### config.mk
export PLATFORM = sky130hd
export DESIGN_NAME = sprite_frame_sequencer_core
export DESIGN_NICKNAME = d
export VERILOG_FILES = /design/src/design/sfs_pkg.sv /design/src/design/sfs_divider.sv /design/src/design/sprite_frame_sequencer_core.sv
export SDC_FILE = /design/constraint.sdc
export NUM_CORES = 1
export LEC_CHECK = 0
export CAP_MARGIN = 20
export CORE_MARGIN = 2
export CORE_UTILIZATION = 59
export DETAILED_ROUTE_END_ITERATION = 12
export DONT_BUFFER_PORTS = 1
export PLACE_DENSITY = 0.78
export SLEW_MARGIN = 40
export SYNTH_ARGS = -nofsm -noshare
export SYNTH_HDL_FRONTEND = slang
export SYNTH_HIERARCHICAL = 1
export SYNTH_SLANG_ARGS = --single-unit
### constraint.sdc
create_clock -name clk -period 7.2 [get_ports clk]
set_clock_uncertainty 0.05 [all_clocks]
set_input_delay 1.44 -clock clk [delete_from_list [all_inputs] [get_ports clk]]
set_output_delay 1.44 -clock clk [all_outputs]
set_load 0.01 [all_outputs]
### src/design/sfs_pkg.sv
package sfs_pkg;

    // Field and datapath widths
    localparam int SFS_DELTA_BITS    = 20;
    localparam int SFS_IN_DATA_BITS  = 24;
    localparam int SFS_OUT_DATA_BITS = 88;
    localparam int SFS_OUT_USER_BITS = 2;
    localparam int SFS_CFG_ADDR_BITS = 3;
    localparam int SFS_CFG_DATA_BITS = 24;
    localparam int SFS_CNT_BITS      = 5;
    localparam int SFS_DUR_BITS      = 24;
    localparam int SFS_GEOM_BITS     = 13;
    localparam int SFS_IDX_BITS      = 8;
    localparam int SFS_FRAMES_BITS   = 9;
    localparam int SFS_CELL_BITS     = 4;
    localparam int SFS_REM_BITS      = 32;
    localparam int SFS_PC_BITS       = 5;
    localparam int SFS_DEF_TIME_BITS = 40;

    // Cap on the number of frames in one animation
    localparam logic [SFS_FRAMES_BITS-1:0] SFS_MAX_FRAMES = 9'd256;

    // Register limits and reset values
    localparam logic [SFS_CNT_BITS-1:0]  SFS_CNT_MAX    = 5'd16;
    localparam logic [SFS_GEOM_BITS-1:0] SFS_SHEET_MAX  = 13'd4096;
    localparam logic [SFS_CNT_BITS-1:0]  SFS_RST_ACROSS = 5'd1;
    localparam logic [SFS_CNT_BITS-1:0]  SFS_RST_DOWN   = 5'd1;
    localparam logic [SFS_DUR_BITS-1:0]  SFS_RST_DUR    = 24'd100000;
    localparam logic [SFS_GEOM_BITS-1:0] SFS_RST_SHEET  = 13'd64;

    // Request kinds carried on tuser
    localparam logic SFS_REQ_TICK    = 1'b0;
    localparam logic SFS_REQ_RESTART = 1'b1;

    // Configuration register indexes
    typedef enum logic [SFS_CFG_ADDR_BITS-1:0] {
        CFG_ACROSS   = 3'd0,
        CFG_DOWN     = 3'd1,
        CFG_DURATION = 3'd2,
        CFG_SHEET_W  = 3'd3,
        CFG_SHEET_H  = 3'd4,
        CFG_TTB      = 3'd5,
        CFG_LOOPING  = 3'd6,
        CFG_HOLD     = 3'd7
    } cfg_idx_t;

    // Micro-operations
    typedef enum logic [3:0] {
        OP_NOP       = 4'd0,
        OP_ACCEPT    = 4'd1,
        OP_RESTART   = 4'd2,
        OP_TOTAL_SUM = 4'd3,
        OP_SATADD    = 4'd4,
        OP_DIV_START = 4'd5,
        OP_DIV_WAIT  = 4'd6,
        OP_UPDATE    = 4'd7,
        OP_CLAMP     = 4'd8,
        OP_MUL       = 4'd9,
        OP_EMIT      = 4'd10
    } op_t;

    // Divider operand and result selection
    typedef enum logic [2:0] {
        DSEL_MOD = 3'd0,
        DSEL_IDX = 3'd1,
        DSEL_FW  = 3'd2,
        DSEL_FH  = 3'd3,
        DSEL_CR  = 3'd4
    } dsel_t;

    // Jump conditions
    typedef enum logic [1:0] {
        COND_NEVER   = 2'd0,
        COND_ALWAYS  = 2'd1,
        COND_RESTART = 2'd2,
        COND_STOPPED = 2'd3
    } cond_t;

    typedef struct packed {
        op_t                    op;
        dsel_t                  dsel;
        cond_t                  cond;
        logic [SFS_PC_BITS-1:0] target;
    } ucode_t;

    // Jump targets
    localparam logic [SFS_PC_BITS-1:0] ST_IDLE    = 5'd0;
    localparam logic [SFS_PC_BITS-1:0] ST_RESTART = 5'd9;
    localparam logic [SFS_PC_BITS-1:0] ST_SATADD  = 5'd10;
    localparam logic [SFS_PC_BITS-1:0] ST_GEOM    = 5'd11;

    // Control store
    function automatic ucode_t sfs_ucode(input logic [SFS_PC_BITS-1:0] pc);
        ucode_t w;
        w = '{op: OP_NOP, dsel: DSEL_MOD, cond: COND_ALWAYS, target: ST_IDLE};
        case (pc)
            5'd0:  w = '{op: OP_ACCEPT,    dsel: DSEL_MOD, cond: COND_NEVER,   target: ST_IDLE};
            5'd1:  w = '{op: OP_NOP,       dsel: DSEL_MOD, cond: COND_RESTART, target: ST_RESTART};
            5'd2:  w = '{op: OP_NOP,       dsel: DSEL_MOD, cond: COND_STOPPED, target: ST_SATADD};
            5'd3:  w = '{op: OP_TOTAL_SUM, dsel: DSEL_MOD, cond: COND_NEVER,   target: ST_IDLE};
            5'd4:  w = '{op: OP_DIV_START, dsel: DSEL_MOD, cond: COND_NEVER,   target: ST_IDLE};
            5'd5:  w = '{op: OP_DIV_WAIT,  dsel: DSEL_MOD, cond: COND_NEVER,   target: ST_IDLE};
            5'd6:  w = '{op: OP_DIV_START, dsel: DSEL_IDX, cond: COND_NEVER,   target: ST_IDLE};
            5'd7:  w = '{op: OP_DIV_WAIT,  dsel: DSEL_IDX, cond: COND_NEVER,   target: ST_IDLE};
            5'd8:  w = '{op: OP_UPDATE,    dsel: DSEL_MOD, cond: COND_ALWAYS,  target: ST_GEOM};
            5'd9:  w = '{op: OP_RESTART,   dsel: DSEL_MOD, cond: COND_ALWAYS,  target: ST_GEOM};
            5'd10: w = '{op: OP_SATADD,    dsel: DSEL_MOD, cond: COND_NEVER,   target: ST_IDLE};
            5'd11: w = '{op: OP_CLAMP,     dsel: DSEL_MOD, cond: COND_NEVER,   target: ST_IDLE};
            5'd12: w = '{op: OP_DIV_START, dsel: DSEL_FW,  cond: COND_NEVER,   target: ST_IDLE};
            5'd13: w = '{op: OP_DIV_WAIT,  dsel: DSEL_FW,  cond: COND_NEVER,   target: ST_IDLE};
            5'd14: w = '{op: OP_DIV_START, dsel: DSEL_FH,  cond: COND_NEVER,   target: ST_IDLE};
            5'd15: w = '{op: OP_DIV_WAIT,  dsel: DSEL_FH,  cond: COND_NEVER,   target: ST_IDLE};
            5'd16: w = '{op: OP_DIV_START, dsel: DSEL_CR,  cond: COND_NEVER,   target: ST_IDLE};
            5'd17: w = '{op: OP_DIV_WAIT,  dsel: DSEL_CR,  cond: COND_NEVER,   target: ST_IDLE};
            5'd18: w = '{op: OP_MUL,       dsel: DSEL_MOD, cond: COND_NEVER,   target: ST_IDLE};
            5'd19: w = '{op: OP_EMIT,      dsel: DSEL_MOD, cond: COND_ALWAYS,  target: ST_IDLE};
            default: w = '{op: OP_NOP, dsel: DSEL_MOD, cond: COND_ALWAYS, target: ST_IDLE};
        endcase
        return w;
    endfunction

    // Frame counts: 0 acts as 1, above 16 acts as 16
    function automatic logic [SFS_CNT_BITS-1:0] sfs_clamp_cnt(input logic [SFS_CNT_BITS-1:0] v);
        logic [SFS_CNT_BITS-1:0] r;
        r = v;
        if (v == '0) r = 5'd1;
        else if (v > SFS_CNT_MAX) r = SFS_CNT_MAX;
        return r;
    endfunction

    // Sheet sizes: 0 acts as 1, above 4096 acts as 4096
    function automatic logic [SFS_GEOM_BITS-1:0] sfs_clamp_sheet(
        input logic [SFS_GEOM_BITS-1:0] v
    );
        logic [SFS_GEOM_BITS-1:0] r;
        r = v;
        if (v == '0) r = 13'd1;
        else if (v > SFS_SHEET_MAX) r = SFS_SHEET_MAX;
        return r;
    endfunction

endpackage

### src/design/sfs_divider.sv
module sfs_divider #(
    parameter int DW = sfs_pkg::SFS_DEF_TIME_BITS,
    parameter int CW = $clog2(DW + 1)
) (
    input  logic                            clk,
    input  logic                            rst_n,
    input  logic                            start,
    input  logic [CW-1:0]                   count,
    input  logic [sfs_pkg::SFS_REM_BITS-1:0] rem_init,
    input  logic [DW-1:0]                   quo_init,
    input  logic [sfs_pkg::SFS_REM_BITS-1:0] divisor,
    output logic                            busy,
    output logic [sfs_pkg::SFS_REM_BITS-1:0] rem,
    output logic [DW-1:0]                   quo
);
    import sfs_pkg::*;

    localparam int RW = SFS_REM_BITS;

    logic [RW-1:0] rem_reg, rem_next;
    logic [DW-1:0] quo_reg, quo_next;
    logic [RW-1:0] div_reg, div_next;
    logic [CW-1:0] cnt_reg, cnt_next;
    logic          busy_reg, busy_next;

    logic [RW:0]   shifted;
    logic [RW+1:0] diff;
    logic          take;

    // One restoring step: bring in the next dividend bit, subtract if it fits
    assign shifted = {rem_reg, quo_reg[DW-1]};
    assign diff    = {1'b0, shifted} - {2'b00, div_reg};
    assign take    = ~diff[RW+1];

    always_comb
    begin
        rem_next  = rem_reg;
        quo_next  = quo_reg;
        div_next  = div_reg;
        cnt_next  = cnt_reg;
        busy_next = busy_reg;
        if (start)
        begin
            rem_next  = rem_init;
            quo_next  = quo_init;
            div_next  = divisor;
            cnt_next  = count;
            busy_next = (count != '0);
        end
        else if (busy_reg)
        begin
            rem_next  = take ? diff[RW-1:0] : shifted[RW-1:0];
            quo_next  = {quo_reg[DW-2:0], take};
            cnt_next  = cnt_reg - CW'(1);
            busy_next = (cnt_reg != CW'(1));
        end
    end

    always_ff @(posedge clk or negedge rst_n)
    begin
        if (!rst_n)
        begin
            busy_reg <= 1'b0;
            cnt_reg  <= '0;
        end
        else
        begin
            busy_reg <= busy_next;
            cnt_reg  <= cnt_next;
        end
    end

    // Operand and result registers
    always_ff @(posedge clk)
    begin
        rem_reg <= rem_next;
        quo_reg <= quo_next;
        div_reg <= div_next;
    end

    assign busy = busy_reg;
    assign rem  = rem_reg;
    assign quo  = quo_reg;

endmodule

### src/design/sprite_frame_sequencer_core.sv
// Sprite-sheet frame sequencer, driven by a microcoded control store.
// The shared one-bit-per-cycle divider does the divisions (TIME_BITS steps for the wrap).
// Requests are handled one at a time; the next request is taken while a result waits.
// Reset (rst_n, asynchronous, active low): registers return to their defaults, the sprite
// is playing from frame 0 with zero elapsed time, and no result is pending.
module sprite_frame_sequencer_core #(
    parameter int TIME_BITS = sfs_pkg::SFS_DEF_TIME_BITS
) (
    input  logic                                   clk,
    input  logic                                   rst_n,
    // Requests
    input  logic                                   s_tvalid,
    output logic                                   s_tready,
    input  logic [sfs_pkg::SFS_IN_DATA_BITS-1:0]   s_tdata,  // [19:0] time_delta
    input  logic                                   s_tuser,  // [0] req_type
    // Results
    output logic                                   m_tvalid,
    input  logic                                   m_tready,
    // [7:0] frame_index, [20:8] rect_left, [33:21] rect_bottom, [46:34] rect_right,
    // [59:47] rect_top, [72:60] frame_width, [85:73] frame_height
    output logic [sfs_pkg::SFS_OUT_DATA_BITS-1:0]  m_tdata,
    output logic [sfs_pkg::SFS_OUT_USER_BITS-1:0]  m_tuser,  // [0] playing, [1] end_event
    // Register writes
    input  logic                                   cfg_valid,
    output logic                                   cfg_ready,
    input  logic [sfs_pkg::SFS_CFG_ADDR_BITS-1:0]  cfg_addr,
    input  logic [sfs_pkg::SFS_CFG_DATA_BITS-1:0]  cfg_data
);
    import sfs_pkg::*;

    localparam int CNT_W = $clog2(TIME_BITS + 1);
    localparam int RW    = SFS_REM_BITS;

    // Configuration registers
    logic [SFS_CNT_BITS-1:0]  across_reg, across_next;
    logic [SFS_CNT_BITS-1:0]  down_reg, down_next;
    logic [SFS_DUR_BITS-1:0]  dur_reg, dur_next;
    logic [SFS_GEOM_BITS-1:0] sw_reg, sw_next;
    logic [SFS_GEOM_BITS-1:0] sh_reg, sh_next;
    logic                     ttb_reg, ttb_next;
    logic                     loop_reg, loop_next;
    logic                     hold_reg, hold_next;

    // Animation state
    logic [TIME_BITS-1:0]     elapsed_reg, elapsed_next;
    logic [SFS_IDX_BITS-1:0]  shown_reg, shown_next;
    logic                     playing_reg, playing_next;
    logic                     holding_reg, holding_next;

    // Sequencer and datapath
    logic [SFS_PC_BITS-1:0]     pc_reg, pc_next;
    logic [SFS_FRAMES_BITS-1:0] frames_reg, frames_next;
    logic [RW-1:0]              total_reg, total_next;
    logic                       req_reg, req_next;
    logic [SFS_DELTA_BITS-1:0]  delta_reg, delta_next;
    logic [SFS_IDX_BITS-1:0]    idx_reg, idx_next;
    logic [SFS_GEOM_BITS-1:0]   fw_reg, fw_next;
    logic [SFS_GEOM_BITS-1:0]   fh_reg, fh_next;
    logic [SFS_IDX_BITS-1:0]    row_reg, row_next;
    logic [SFS_CELL_BITS-1:0]   col_reg, col_next;
    logic [SFS_GEOM_BITS-1:0]   left_reg, left_next;
    logic [SFS_GEOM_BITS-1:0]   bottom_reg, bottom_next;
    logic                       end_ev_reg, end_ev_next;

    // Output register
    logic                         out_valid_reg, out_valid_next;
    logic [SFS_OUT_DATA_BITS-1:0] out_data_reg, out_data_next;
    logic [SFS_OUT_USER_BITS-1:0] out_user_reg, out_user_next;

    ucode_t                    ctl;
    logic [SFS_CNT_BITS-1:0]   a_eff, d_eff;
    logic [SFS_DUR_BITS-1:0]   dur_eff;
    logic [SFS_GEOM_BITS-1:0]  sw_eff, sh_eff;
    logic [2*SFS_CNT_BITS-1:0] frames_prod;
    logic [TIME_BITS:0]        sum_w;
    logic [TIME_BITS-1:0]      sat_w;
    logic [SFS_CELL_BITS-1:0]  d_m1, row_c, row_sel;
    logic                      cond_hit;
    logic                      advance;
    logic                      in_fire;
    logic                      out_free;

    logic                      div_start;
    logic [CNT_W-1:0]          div_count;
    logic [RW-1:0]             div_rem_init;
    logic [TIME_BITS-1:0]      div_quo_init;
    logic [RW-1:0]             div_divisor;
    logic                      div_busy;
    logic [RW-1:0]             div_rem;
    logic [TIME_BITS-1:0]      div_quo;

    assign ctl = sfs_ucode(pc_reg);

    // Effective register values
    assign a_eff   = sfs_clamp_cnt(across_reg);
    assign d_eff   = sfs_clamp_cnt(down_reg);
    assign dur_eff = (dur_reg == '0) ? SFS_DUR_BITS'(1) : dur_reg;
    assign sw_eff  = sfs_clamp_sheet(sw_reg);
    assign sh_eff  = sfs_clamp_sheet(sh_reg);

    // Frame count, registered before it feeds the wrap period multiplier
    assign frames_prod = a_eff * d_eff;
    assign frames_next = (frames_prod > (2*SFS_CNT_BITS)'(SFS_MAX_FRAMES)) ?
                         SFS_MAX_FRAMES : SFS_FRAMES_BITS'(frames_prod);

    // Saturating time add
    assign sum_w = {1'b0, elapsed_reg} + (TIME_BITS + 1)'(delta_reg);
    assign sat_w = sum_w[TIME_BITS] ? '1 : sum_w[TIME_BITS-1:0];

    // Row selection for the bottom edge
    assign d_m1    = SFS_CELL_BITS'(d_eff - 5'd1);
    assign row_c   = (row_reg >= SFS_IDX_BITS'(d_eff)) ? d_m1 : row_reg[SFS_CELL_BITS-1:0];
    assign row_sel = ttb_reg ? SFS_CELL_BITS'(d_m1 - row_c) : row_c;

    // Handshakes
    assign s_tready  = (ctl.op == OP_ACCEPT);
    assign in_fire   = s_tvalid & s_tready;
    assign out_free  = ~out_valid_reg | m_tready;
    assign cfg_ready = 1'b1;

    // Jump condition
    always_comb
    begin
        unique case (ctl.cond)
            COND_NEVER:   cond_hit = 1'b0;
            COND_ALWAYS:  cond_hit = 1'b1;
            COND_RESTART: cond_hit = (req_reg == SFS_REQ_RESTART);
            COND_STOPPED: cond_hit = ~playing_reg;
            default:      cond_hit = 1'b0;
        endcase
    end

    // Step holds on an empty input, a busy divider or a full output register
    always_comb
    begin
        unique case (ctl.op)
            OP_ACCEPT:   advance = in_fire;
            OP_DIV_WAIT: advance = ~div_busy;
            OP_EMIT:     advance = out_free;
            default:     advance = 1'b1;
        endcase
    end

    assign pc_next = !advance ? pc_reg :
                     cond_hit ? ctl.target : pc_reg + SFS_PC_BITS'(1);

    // Divider operand selection
    assign div_start = (ctl.op == OP_DIV_START);
    always_comb
    begin
        div_rem_init = '0;
        div_quo_init = elapsed_reg;
        div_divisor  = total_reg;
        div_count    = CNT_W'(TIME_BITS);
        unique case (ctl.dsel)
            DSEL_MOD:
            begin
                div_rem_init = '0;
                div_quo_init = elapsed_reg;
                div_divisor  = total_reg;
                div_count    = CNT_W'(TIME_BITS);
            end
            DSEL_IDX:
            begin
                // quotient stays below 2^8, so the top part already sits below the divisor
                div_rem_init = RW'(elapsed_reg >> SFS_IDX_BITS);
                div_quo_init = {elapsed_reg[SFS_IDX_BITS-1:0],
                                {(TIME_BITS-SFS_IDX_BITS){1'b0}}};
                div_divisor  = RW'(dur_eff);
                div_count    = CNT_W'(SFS_IDX_BITS);
            end
            DSEL_FW:
            begin
                div_rem_init = '0;
                div_quo_init = {sw_eff, {(TIME_BITS-SFS_GEOM_BITS){1'b0}}};
                div_divisor  = RW'(a_eff);
                div_count    = CNT_W'(SFS_GEOM_BITS);
            end
            DSEL_FH:
            begin
                div_rem_init = '0;
                div_quo_init = {sh_eff, {(TIME_BITS-SFS_GEOM_BITS){1'b0}}};
                div_divisor  = RW'(d_eff);
                div_count    = CNT_W'(SFS_GEOM_BITS);
            end
            DSEL_CR:
            begin
                div_rem_init = '0;
                div_quo_init = {shown_reg, {(TIME_BITS-SFS_IDX_BITS){1'b0}}};
                div_divisor  = RW'(a_eff);
                div_count    = CNT_W'(SFS_IDX_BITS);
            end
            default:
            begin
                div_rem_init = '0;
            end
        endcase
    end

    sfs_divider #(
        .DW (TIME_BITS),
        .CW (CNT_W)
    ) u_divider (
        .clk      (clk),
        .rst_n    (rst_n),
        .start    (div_start),
        .count    (div_count),
        .rem_init (div_rem_init),
        .quo_init (div_quo_init),
        .divisor  (div_divisor),
        .busy     (div_busy),
        .rem      (div_rem),
        .quo      (div_quo)
    );

    // Datapath controlled by the current control word
    always_comb
    begin
        across_next    = across_reg;
        down_next      = down_reg;
        dur_next       = dur_reg;
        sw_next        = sw_reg;
        sh_next        = sh_reg;
        ttb_next       = ttb_reg;
        loop_next      = loop_reg;
        hold_next      = hold_reg;
        elapsed_next   = elapsed_reg;
        shown_next     = shown_reg;
        playing_next   = playing_reg;
        holding_next   = holding_reg;
        total_next     = total_reg;
        req_next       = req_reg;
        delta_next     = delta_reg;
        idx_next       = idx_reg;
        fw_next        = fw_reg;
        fh_next        = fh_reg;
        row_next       = row_reg;
        col_next       = col_reg;
        left_next      = left_reg;
        bottom_next    = bottom_reg;
        end_ev_next    = end_ev_reg;
        out_data_next  = out_data_reg;
        out_user_next  = out_user_reg;
        out_valid_next = out_valid_reg & ~m_tready;

        unique case (ctl.op)
            OP_ACCEPT:
            begin
                if (in_fire)
                begin
                    req_next    = s_tuser;
                    delta_next  = s_tdata[SFS_DELTA_BITS-1:0];
                    end_ev_next = 1'b0;
                end
            end
            OP_RESTART:
            begin
                elapsed_next = '0;
                playing_next = 1'b1;
                holding_next = 1'b0;
                shown_next   = '0;
            end
            OP_TOTAL_SUM:
            begin
                total_next   = RW'(frames_reg * dur_eff);
                elapsed_next = sat_w;
            end
            OP_SATADD:
            begin
                elapsed_next = sat_w;
            end
            OP_DIV_WAIT:
            begin
                if (!div_busy)
                begin
                    case (ctl.dsel)
                        DSEL_MOD: elapsed_next = TIME_BITS'(div_rem);
                        DSEL_IDX: idx_next = div_quo[SFS_IDX_BITS-1:0];
                        DSEL_FW:  fw_next = div_quo[SFS_GEOM_BITS-1:0];
                        DSEL_FH:  fh_next = div_quo[SFS_GEOM_BITS-1:0];
                        DSEL_CR:
                        begin
                            row_next = div_quo[SFS_IDX_BITS-1:0];
                            col_next = div_rem[SFS_CELL_BITS-1:0];
                        end
                        default: idx_next = idx_reg;
                    endcase
                end
            end
            OP_UPDATE:
            begin
                // back at frame 0 without looping ends the run
                if (idx_reg != shown_reg)
                begin
                    if (idx_reg == '0 && !loop_reg)
                    begin
                        end_ev_next = ~holding_reg;
                        if (hold_reg)
                            holding_next = 1'b1;
                        else
                            playing_next = 1'b0;
                    end
                    else if (!holding_reg)
                    begin
                        shown_next = idx_reg;
                    end
                end
            end
            OP_CLAMP:
            begin
                if (SFS_FRAMES_BITS'(shown_reg) >= frames_reg)
                    shown_next = '0;
            end
            OP_MUL:
            begin
                left_next   = SFS_GEOM_BITS'(col_reg * fw_reg);
                bottom_next = SFS_GEOM_BITS'(row_sel * fh_reg);
            end
            OP_EMIT:
            begin
                if (out_free)
                begin
                    out_valid_next = 1'b1;
                    out_data_next  = {2'b00, fh_reg, fw_reg,
                                      SFS_GEOM_BITS'(bottom_reg + fh_reg),
                                      SFS_GEOM_BITS'(left_reg + fw_reg),
                                      bottom_reg, left_reg, shown_reg};
                    out_user_next  = {end_ev_reg, playing_reg};
                end
            end
            default:
            begin
                idx_next = idx_reg;
            end
        endcase

        // Register writes must arrive only while the sequencer is idle; the block does not check
        if (cfg_valid)
        begin
            unique case (cfg_idx_t'(cfg_addr))
                CFG_ACROSS:
                begin
                    across_next = cfg_data[SFS_CNT_BITS-1:0];
                    shown_next  = '0;
                end
                CFG_DOWN:
                begin
                    down_next  = cfg_data[SFS_CNT_BITS-1:0];
                    shown_next = '0;
                end
                CFG_DURATION:
                begin
                    dur_next   = cfg_data[SFS_DUR_BITS-1:0];
                    shown_next = '0;
                end
                CFG_SHEET_W:
                begin
                    sw_next    = cfg_data[SFS_GEOM_BITS-1:0];
                    shown_next = '0;
                end
                CFG_SHEET_H:
                begin
                    sh_next    = cfg_data[SFS_GEOM_BITS-1:0];
                    shown_next = '0;
                end
                CFG_TTB:
                begin
                    ttb_next   = cfg_data[0];
                    shown_next = '0;
                end
                CFG_LOOPING: loop_next = cfg_data[0];
                CFG_HOLD:    hold_next = cfg_data[0];
                default:     loop_next = loop_reg;
            endcase
        end
    end

    // Control and animation state
    always_ff @(posedge clk or negedge rst_n)
    begin
        if (!rst_n)
        begin
            pc_reg        <= ST_IDLE;
            across_reg    <= SFS_RST_ACROSS;
            down_reg      <= SFS_RST_DOWN;
            dur_reg       <= SFS_RST_DUR;
            sw_reg        <= SFS_RST_SHEET;
            sh_reg        <= SFS_RST_SHEET;
            ttb_reg       <= 1'b0;
            loop_reg      <= 1'b0;
            hold_reg      <= 1'b0;
            elapsed_reg   <= '0;
            shown_reg     <= '0;
            playing_reg   <= 1'b1;
            holding_reg   <= 1'b0;
            frames_reg    <= SFS_FRAMES_BITS'(1);
            end_ev_reg    <= 1'b0;
            out_valid_reg <= 1'b0;
        end
        else
        begin
            pc_reg        <= pc_next;
            across_reg    <= across_next;
            down_reg      <= down_next;
            dur_reg       <= dur_next;
            sw_reg        <= sw_next;
            sh_reg        <= sh_next;
            ttb_reg       <= ttb_next;
            loop_reg      <= loop_next;
            hold_reg      <= hold_next;
            elapsed_reg   <= elapsed_next;
            shown_reg     <= shown_next;
            playing_reg   <= playing_next;
            holding_reg   <= holding_next;
            frames_reg    <= frames_next;
            end_ev_reg    <= end_ev_next;
            out_valid_reg <= out_valid_next;
        end
    end

    // Working and payload registers
    always_ff @(posedge clk)
    begin
        total_reg    <= total_next;
        req_reg      <= req_next;
        delta_reg    <= delta_next;
        idx_reg      <= idx_next;
        fw_reg       <= fw_next;
        fh_reg       <= fh_next;
        row_reg      <= row_next;
        col_reg      <= col_next;
        left_reg     <= left_next;
        bottom_reg   <= bottom_next;
        out_data_reg <= out_data_next;
        out_user_reg <= out_user_next;
    end

    assign m_tvalid = out_valid_reg;
    assign m_tdata  = out_data_reg;
    assign m_tuser  = out_user_reg;

endmodule

* Word-level counts from Yosys, hierarchy flattened *
Memories as Yosys holds them, arrays and structs flattened.
Index checks and enable logic that the tools add are counted.

storage, ports and cells
  flip-flop bits (word level) = 453
  bits in read-only memories = 384
  input bits = 57
  output and inout port bits = 93
  memories = 1

operators by class
  add/sub/neg operators = 8
  multipliers = 4
  $lt $le $gt $ge = 7
  equal/unequal tests = 33
  mux-type cells = 53
  bitwise logic cells = 9
  reduce and logical (&&, ||, !) cells = 39

memories
  name              words  width  rd ports  clocked after Yosys merged registers in  write ports  line           text
  (name not given)  32     12     1         0                                        0            sfs_pkg.sv:96  case (pc)

operators by type and width
  operator              count
  $mux 40               5
  $pmux 40 s4           1
  $mux 32               4
  $pmux 40 s3           1
  $pmux 32 s3           1
  $mux 13               4
  $mux 8                6
  $add 40x20->41        1
  $sub 33x32->34        1
  $mul 9x24->32         1
  $add 13x13->13        2
  $gt 13x13->1 const B  2
  $logic_not 13->1      2
  $mul 4x13->13         2
  $mux 5                5
  $logic_not 24->1      1
  $mux 24               1
  $pmux 8 s3            1
  $reduce_and 2->1      10
  $eq 4x3->1 const B    4
  $eq 3x3->1 const B    5
  $reduce_and 3->1      5
  $mux 1                13
  $eq 3x2->1 const B    4
  other kinds (41)      71

* Logic depth before layout (Yosys ltp) *
Gate-level depths: netlist of run 1.

  word-level depth = 8
  gate-level depth with buffers = 31
  mapped depth without buffers = 31

* Hierarchy *
The synthesis of run 1 kept the hierarchy.

by module, submodules not included
  module                       instances  cells an instance  area each (µm²)  seq. area each (µm²)
  sprite_frame_sequencer_core  1          2488               25913.6          9639.2
  sfs_divider                  1          592                6528.8           3298.2

* Worst setup path before layout of run 1 *
No wires, ideal clock.

  kind = reg-to-reg
  start point = register pc_reg[0]
  end point = register pc_reg[0]
  data arrival time = 6.743 ns
  data required time = 7.028 ns
  setup slack = 0.285 ns
  stages on the path, launching flop included = 10
  buffers on the path = 0
  clock period less this slack = 6.915 ns
  path through = dfrtp_1 -> inv_1 -> ha_1 -> o21ai_1 -> a221oi_1 -> nand3_1 -> a21oi_1 -> nand4b_1 -> a21oi_1 -> nand2b_1

between the ends
  cells in the longest elaborated chain, start to end = 4
  elaborated cells between the ends (all ways) = 13
  those cells by class = add/sub: 1; eq/ne: 6; mux: 3; bitwise: 1; reduce/logical: 1; memory: 1

RTL lines
  element                                    line                                                                    text
  from (decl)                                sprite_frame_sequencer_core.sv:51                                       logic [SFS_PC_BITS-1:0] pc_reg, pc_next;
  from (signal assigned)                     sprite_frame_sequencer_core.sv:402                                      pc_reg <= pc_next;
  $mem_v2 32x12                              n/a
  $eq 4x1->1, or another cell as far along   sprite_frame_sequencer_core.sv:116, sprite_frame_sequencer_core.sv:136
  $and 1x1->1 or $pmux 1 s4 (tied branches)  sprite_frame_sequencer_core.sv:117, sprite_frame_sequencer_core.sv:124
  $pmux 1 s3 or $mux 5 (tied branches)       sprite_frame_sequencer_core.sv:136, sprite_frame_sequencer_core.sv:145

Parallel ways exist; a longest one is shown, timed or not.
A chain may end at the register's enable or synchronous reset.

* Worst setup path after layout of run 1 *
  start point = register down_reg[4]
  end point = register bottom_reg[12], data pin

between the ends
  cells in the longest elaborated chain, start to end = 8
  elaborated cells between the ends (all ways) = 10
  those cells by class = add/sub: 2; mul: 1; order compare: 2; mux: 4; reduce/logical: 1

RTL lines
  element                                    line                                                                    text
  from (decl)                                sprite_frame_sequencer_core.sv:36                                       logic [SFS_CNT_BITS-1:0] down_reg, down_next;
  from (signal assigned)                     sprite_frame_sequencer_core.sv:404                                      down_reg <= down_next;
  $gt 5x5->1                                 sfs_pkg.sv:127                                                          else if (v > SFS_CNT_MAX) r = SFS_CNT_MAX;
  $mux 5                                     sfs_pkg.sv:127
  $mux 5 (*)                                 sfs_pkg.sv:126                                                          if (v == '0) r = 5'd1;
  $ge 8x5->1 or $sub 4x1->4 (tied branches)  sprite_frame_sequencer_core.sv:112, sprite_frame_sequencer_core.sv:111
  $mux 4                                     sprite_frame_sequencer_core.sv:112                                      assign row_c = (row_reg >= SFS_IDX_BITS'(d_eff)) ? d_m1 : row_reg[SFS_CELL_BITS-1:0];
  $sub 4x4->4                                sprite_frame_sequencer_core.sv:113                                      assign row_sel = ttb_reg ? SFS_CELL_BITS'(d_m1 - row_c) : row_c;
  $mux 4 (*)                                 sprite_frame_sequencer_core.sv:113
  $mul 4x13->13 (*)                          sprite_frame_sequencer_core.sv:317                                      bottom_next = SFS_GEOM_BITS'(row_sel * fh_reg);
  to (signal assigned)                       sprite_frame_sequencer_core.sv:433                                      bottom_reg <= bottom_next;
  to (decl)                                  sprite_frame_sequencer_core.sv:62                                       logic [SFS_GEOM_BITS-1:0] bottom_reg, bottom_next;

Mark *: on every way between the ends. The rest lies on a longest branch, timed or not.

==> reports/qor.yml, run 1 <==
outcome:
  outcome: "completed"
setup_path:
  critPathCaptureType: "register"
  r2r_end: "bottom_reg[12]"
  crit_path_end: "bottom_reg[12]"
  start_kind: "register"
  cp_slowest_cell: "fa_1"
  reg2reg_from: "down_reg[4]"
  cp_max_fo: 11
  cp.arrival_ns: 6.92
  critPathLaunch: "down_reg[4]"
  critical_path_class: "reg -> reg"
  crit_required_ns: 7.48
  rr_worst_depth: 28
  ff2ff_setup_slack_ns: 0.56
  max_stage_delay_ns: 0.51
grt:
  first_global_vias: 23800
  antenna_found_initial: 0
  grt_start_max_net_pins: 137
  overflow: 0
  grt_util_all_layers_pct: 28.4
  grt_pass1_wl_um: 128000
die:
  die_x_um: 238
  die_y_um: 238
  num_rows: 85
  dieArea_um2: 56900
  io_pins: 150
  core_area_um2: 54100
  start_util_pct: 59.9
timing:
  hold_violations: 0
  period_share_pct: 92.2
  setup_ws_ns: 0.564
  max_freq_ghz: 0.151
  fin_crit_ns: 6.64
  relSlewSlack_pct: 39.4
  slew_viol_final: 0
  tns_ns: 0
  tightestPinTransition_ns: 0.898
  whs_ns: 0.409
  rsz0062_at_grt: "no"
  setup_violations: 0
yosys:
  syn_area_um2: 32400
  synthCells: 3080
  seq_area_frac_synth_pct: 39.9
  synth_cell_types: 102
  yosys-top-cells-area: "edfxtp_1 (29%), fa_1 (13%), dfrtp_1 (9.6%), ha_1 (7.5%), nand2_1 (4.1%)"
  synth.top_cell.area_share_pct: 29.3
  yosysWarnings: 6
  synth_top_area_cell: "edfxtp_1"
  synth_edf_count: 317
  synth-seq-cells: 453
  async_reset_ff_share_pct: 30.0
  avgSynthCellArea_um2: 10.5
  ys.flop_type: "edfxtp_1"
worst_hold_path:
  holdPathStages: 0
  worstHoldPathType: "reg -> reg"
drt:
  firstDrtPassIters: 7
  vias: 23300
  ant_nets: 0
  wl_met3_um: 4800
  wl_per_cell_um: 20.9
  wirelength_um: 78500
  m1WireLength_um: 30600
  drc: 0
  wl_met2_um: 38700
  dr.max_layer_used: "met4"
  drt_first_iter_violations: 1904
  routed_via_density: 6.20
cts:
  cts_sinks: 453
  post_cts_buffers: 0
  clock_latency_ns: 0.60
  cts_made_buffers: 46
  clkSlewWorstSetupHoldPaths_ns: 0.06
  ctsLongestPathBuffers: 3
  cts_tree: "yes"
  cts.htree.levels: 2
  clock-root-buffer: "clkbuf_16"
power_and_ir_drop:
  p_per_area_nw_per_um2: 513
  peakVddDrop_mv: 0.345
  p_leak_uw: 0.0148
placement:
  gp_congestion: 0.948
  placed_cells_incl_taps: 3674
  port_buffers: 0
  place_hpwl_um: 57400
  post-place-ws_ns: 0.328
cells_and_area:
  final_common_cell: "nand2_1"
  final_util_pct: 63.9
  antenna_cells: 0
  largest_reg_flops: 86
  fin_nets: 3487
  drive_gt1_share_pct: 9.20
  mostFrequentLayoutCells: "nand2_1 (358), inv_1 (321), edfxtp_1 (317), fa_1 (206), and2_1 (197)"
  final_cells: 3762
  area_growth_pct: 6.64
run:
  drv_cap: 0
==> how the worst min path moves through the flow <==
stage | slack, ns | startpoint | end
final | 0.41 | bottom_reg[6] | m_tdata[27]
after global routing | 0.43 | left_reg[10] | m_tdata[18]
after CTS | 0.41 | left_reg[10] | m_tdata[18]
after detailed placement | 0.39 | left_reg[10] | m_tdata[18]
after global placement | 0.39 | left_reg[2] | m_tdata[10]
after floorplan | 0.37 | end_ev_reg | m_tuser[1]
==> worst max-delay path: cells and delay by family (launching register included) <==
kind,cells,cell delay (ns)
AO/OA/AOI/OAI,13,2.13
adder cells (fa/ha/maj),5,1.97
AND/OR/NAND/NOR,5,0.89
multiplexers,1,0.29
buffers and inverters,3,0.20
XOR/XNOR,1,0.34
flip-flops,1,0.50
==> routing by layer <==
layer / vias to the layer above / global-route usage, %
met5: - / 0
met4: 0 / 14.1
li1: 10600 / -
met2: 947 / 48.7
met3: 236 / 4.03
met1: 11500 / 35.5
==> layout make-up <==
| type | count | area (um2) |
|---|---|---|
| clock buffer | 62 | 1270 |
| clock inverter | 23 | 208 |
| fill | 4072 | 19500 |
| inverter | 323 | 1210 |
| multi-input combinational | 2173 | 17800 |
| sequential | 453 | 12900 |
| tap | 696 | 871 |
| timing repair buffer | 32 | 278 |
==> kinds of logic after synthesis <==
logic type / synth area share (%)
buffers and inverters: 5.55
and+or+nand+nor: 14.7
DFF: 39.9
AOI/OAI and AO/OA: 12.1
adders and majority gates: 20.2
other: 0.0231
xor gates and xnor gates: 3.51
muxes: 4.01
==> what timing repair did <==
item                       4_1_cts  5_1_grt
setup endpoints to repair        0        2
gates resized for setup          0        7
hold endpoints to repair         0        0
hold buffers                     0        0
==> Yosys cell counts, drive strengths merged (5+ instances only) <==
master	n
xnor2	94
buf	31
a31oi	41
o211ai	12
o31a	5
a21o	34
a21boi	14
dfstp	12
clkbuf	107
nand2	359
and3	30
o21ai	101
a221o	23
fa	206
nand3b	8
nand2b	18
mux2i	14
nor2	131
nor4	30
and2	200
dfrtp	124
a21oi	140
a22oi	6
nand3	44
nand4	19
a211oi	12
a41oi	7
or3	13
or2	16
nand4b	6
a221oi	10
mux2	103
a22o	33
o21bai	17
o31ai	19
a222oi	18
edfxtp	317
ha	195
nor3	40
nor2b	27
inv	323
o21a	22
xor2	31
==> metrics by stage <==
step,cell area (um2),power (uW)
after global placement,33000,14700
after global routing,34600,19200
after CTS,34500,17600
final,34600,17700
after detailed placement,33100,15100
after floorplan,32500,12700
==> report_power, final <==
group	internal (uW)	switching, uW	total, uW
Clock	1330	1050	2370
Sequential	4120	895	5010
Combinational	4340	6010	10400
Total	9790	7960	17700
Power figures use the tool's default switching activity.
==> inputs of run 2 (changes only) <==
--- a/config.mk
+++ b/config.mk
@@ -6,11 +6,12 @@
 export NUM_CORES = 1
 export LEC_CHECK = 0
 export CAP_MARGIN = 20
+export CORE_ASPECT_RATIO = 1.2
 export CORE_MARGIN = 2
-export CORE_UTILIZATION = 59
+export CORE_UTILIZATION = 45
+export CTS_BUF_LIST = sky130_fd_sc_hd__clkbuf_8
 export DETAILED_ROUTE_END_ITERATION = 12
 export DONT_BUFFER_PORTS = 1
-export PLACE_DENSITY = 0.78
 export SLEW_MARGIN = 40
 export SYNTH_ARGS = -nofsm -noshare
 export SYNTH_HDL_FRONTEND = slang
==> reports/qor.yml, run 2 (synthesis gave the netlist of run 1 again) <==
outcome:
  outcome: "completed"
cells_and_area:
  final_cells: 4059  # +7.9%
  area_growth_pct: 7.70
  largest_reg_flops: 86  # unchanged
  mostFrequentLayoutCells: "nand2_1 (358), inv_1 (354), edfxtp_1 (317), fa_1 (206), and2_1 (197)"
  final_util_pct: 49.1  # -15 points
  stdcell_area_um2: 34900  # +0.99%
  drive_gt1_share_pct: 10.4  # +1.2 points
  nFillCells: 6436  # +58%
  fin_nets: 3524  # +1.1%
  final_common_cell: "nand2_1"
die:
  core_area_um2: 71200  # +32%
  start_util_pct: 45.6  # -14 points
  num_rows: 107  # +26%
  io_pins: 150  # unchanged
  die_x_um: 249  # +4.5%
  dieArea_um2: 74300  # +31%
  die_y_um: 298  # +25%
cts:
  cts.htree.levels: 3  # +1
  ctsHoldBuffers: 0  # unchanged
  cts_tree: "yes"
  clock_latency_ns: 0.67  # +0.07 ns
  clkSlewWorstSetupHoldPaths_ns: 0.06  # about the same
  cts_sinks: 453  # unchanged
  clock-root-buffer: "clkbuf_8"
  cts_made_buffers: 78  # +70%
  ctsLongestPathBuffers: 3  # unchanged
drt:
  drc: 0  # unchanged
  wl_met2_um: 45400  # +17%
  wl_per_cell_um: 21.2  # +1.7%
  drt_first_iter_violations: 1553  # -18%
  m1WireLength_um: 33300  # +8.8%
  dr.max_layer_used: "met5"
  firstDrtPassIters: 7  # unchanged
  wirelength_um: 86100  # +9.7%
  ant_nets: 0  # unchanged
  routed_via_density: 5.72  # -7.7%
  vias: 23200  # -0.39%
  wl_met3_um: 3810  # -21%
setup_path:
  critical_path_class: "reg -> reg"
  critPathCaptureType: "register"
  cp_max_fo: 11  # unchanged
  critPathLaunch: "down_reg[4]"
  reg2reg_from: "down_reg[4]"
  crit_required_ns: 7.56  # +0.08 ns
  start_kind: "register"
  cp_slowest_cell: "fa_1"
  cp.arrival_ns: 7.13  # +0.21 ns
  max_stage_delay_ns: 0.50  # about the same
timing:
  slew_viol_final: 0  # unchanged
  period_share_pct: 94.0  # +1.9 points
  relSlewSlack_pct: 42.5  # +3.1 points
  tns_ns: 0  # unchanged
  max_freq_ghz: 0.148  # -2.0%
  fin_crit_ns: 6.77  # +0.133 ns
  setup_violations: 0  # unchanged
  tightestPinTransition_ns: 0.863  # -0.0347 ns
  hold_violations: 0  # unchanged
worst_hold_path:
  hold_start: "left_reg[7]"
  worstHoldPathType: "reg -> reg"
placement:
  port_buffers: 0  # unchanged
  place_hpwl_um: 63100  # +9.8%
  placed_area_um2: 33400  # +0.99%
  placed_cells_incl_taps: 3909  # +6.4%
  gp_congestion: 0.900  # -5.1%
power_and_ir_drop:
  peakVddDrop_mv: 0.280  # -19%
  p_leak_uw: 0.0150  # +1.4%
  p_per_area_nw_per_um2: 507  # -1.1%
grt:
  grt_util_all_layers_pct: 23.6  # -4.9 points
  overflow: 0  # unchanged
  grt_start_max_net_pins: 137  # unchanged
  first_global_vias: 24700  # +3.5%
  grt_pass1_wl_um: 138000  # +7.9%
  antenna_found_initial: 3  # +3
run:
  drv_cap: 0  # unchanged
run 2: cell types whose count changed in the layout (fill, tap and decap cells not counted), sizes merged, moves of 3 or more:
cell,change
diode,+4
clkinvlp,-3
inv,+31
buf,+6
clkinv,+4
clkbuf,+26
run 2: critical path: cells and delay by family, from the launching register on:
| family | cells | cell delay, ns |
|---|---|---|
| compound gates | 13 | 2.38 |
| xor+xnor | 1 | 0.32 |
| fa+ha+maj | 5 | 1.95 |
| buf+inv | 3 | 0.20 |
| flops | 1 | 0.49 |
| mux | 1 | 0.29 |
| simple gates | 5 | 0.83 |
run 2: path summary, 6_finish.rpt:
check | endpoint | cells past startpoint | slack [ns]
setup / recovery | bottom_reg[12] | 28 | 0.43
hold / removal | m_tdata[15] | 0 | 0.40
setup reg to reg | bottom_reg[12] | 28 | 0.43
hold reg to reg | m_tdata[15] | 0 | 0.40
max in group asynchronous | dur_reg[16] | 0 | 6.32
min in group asynchronous | u_divider/cnt_reg[5] | 0 | 0.44
run 2: stage by stage:
| step | worst slack [ns] | hold WS (ns) | power [uW] |
|---|---|---|---|
| 5_1_grt | -0.0239 | 0.383 | 19300 |
| 4_1_cts | 0.164 | 0.363 | 17700 |
| 3_3_place_gp | 0.403 | 0.387 | 15000 |
| 3_5_place_dp | 0.227 | 0.388 | 15400 |
| 2_1_floorplan | 0.285 | 0.375 | 12700 |
| 6_report | 0.430 | 0.404 | 17700 |
run 2: cell type report:
class | count | area, um2 | area share [%]
multi-input combinational | 2173 | 17800 | 51.0
timing repair buffer | 37 | 313 | 0.895
tap | 926 | 1160 | 3.32
clock inverter | 54 | 260 | 0.745
antenna | 4 | 10.0 | 0.0286
inverter | 323 | 1210 | 3.47
sequential | 453 | 12900 | 37.1
clock buffer | 89 | 1220 | 3.51
run 2: layer usage:
metal  up-vias  global-route usage [%]
li1      10700                       -
met1     11700                    27.2
met2       693                    43.4
met3       179                    3.04
met4         2                    11.0
met5         -                       0
run 2: repair_timing:
item	in CTS	in global routing
resized for setup	0	6
setup buffers	0	1
endpoints found under the setup margin	0	2
run 2: power breakdown:
group / total (uW) / switching [uW] / internal [uW]
clock network: 2260 / 1090 / 1170
logic: 10400 / 6060 / 4370
registers: 5040 / 923 / 4120
total: 17700 / 8070 / 9660
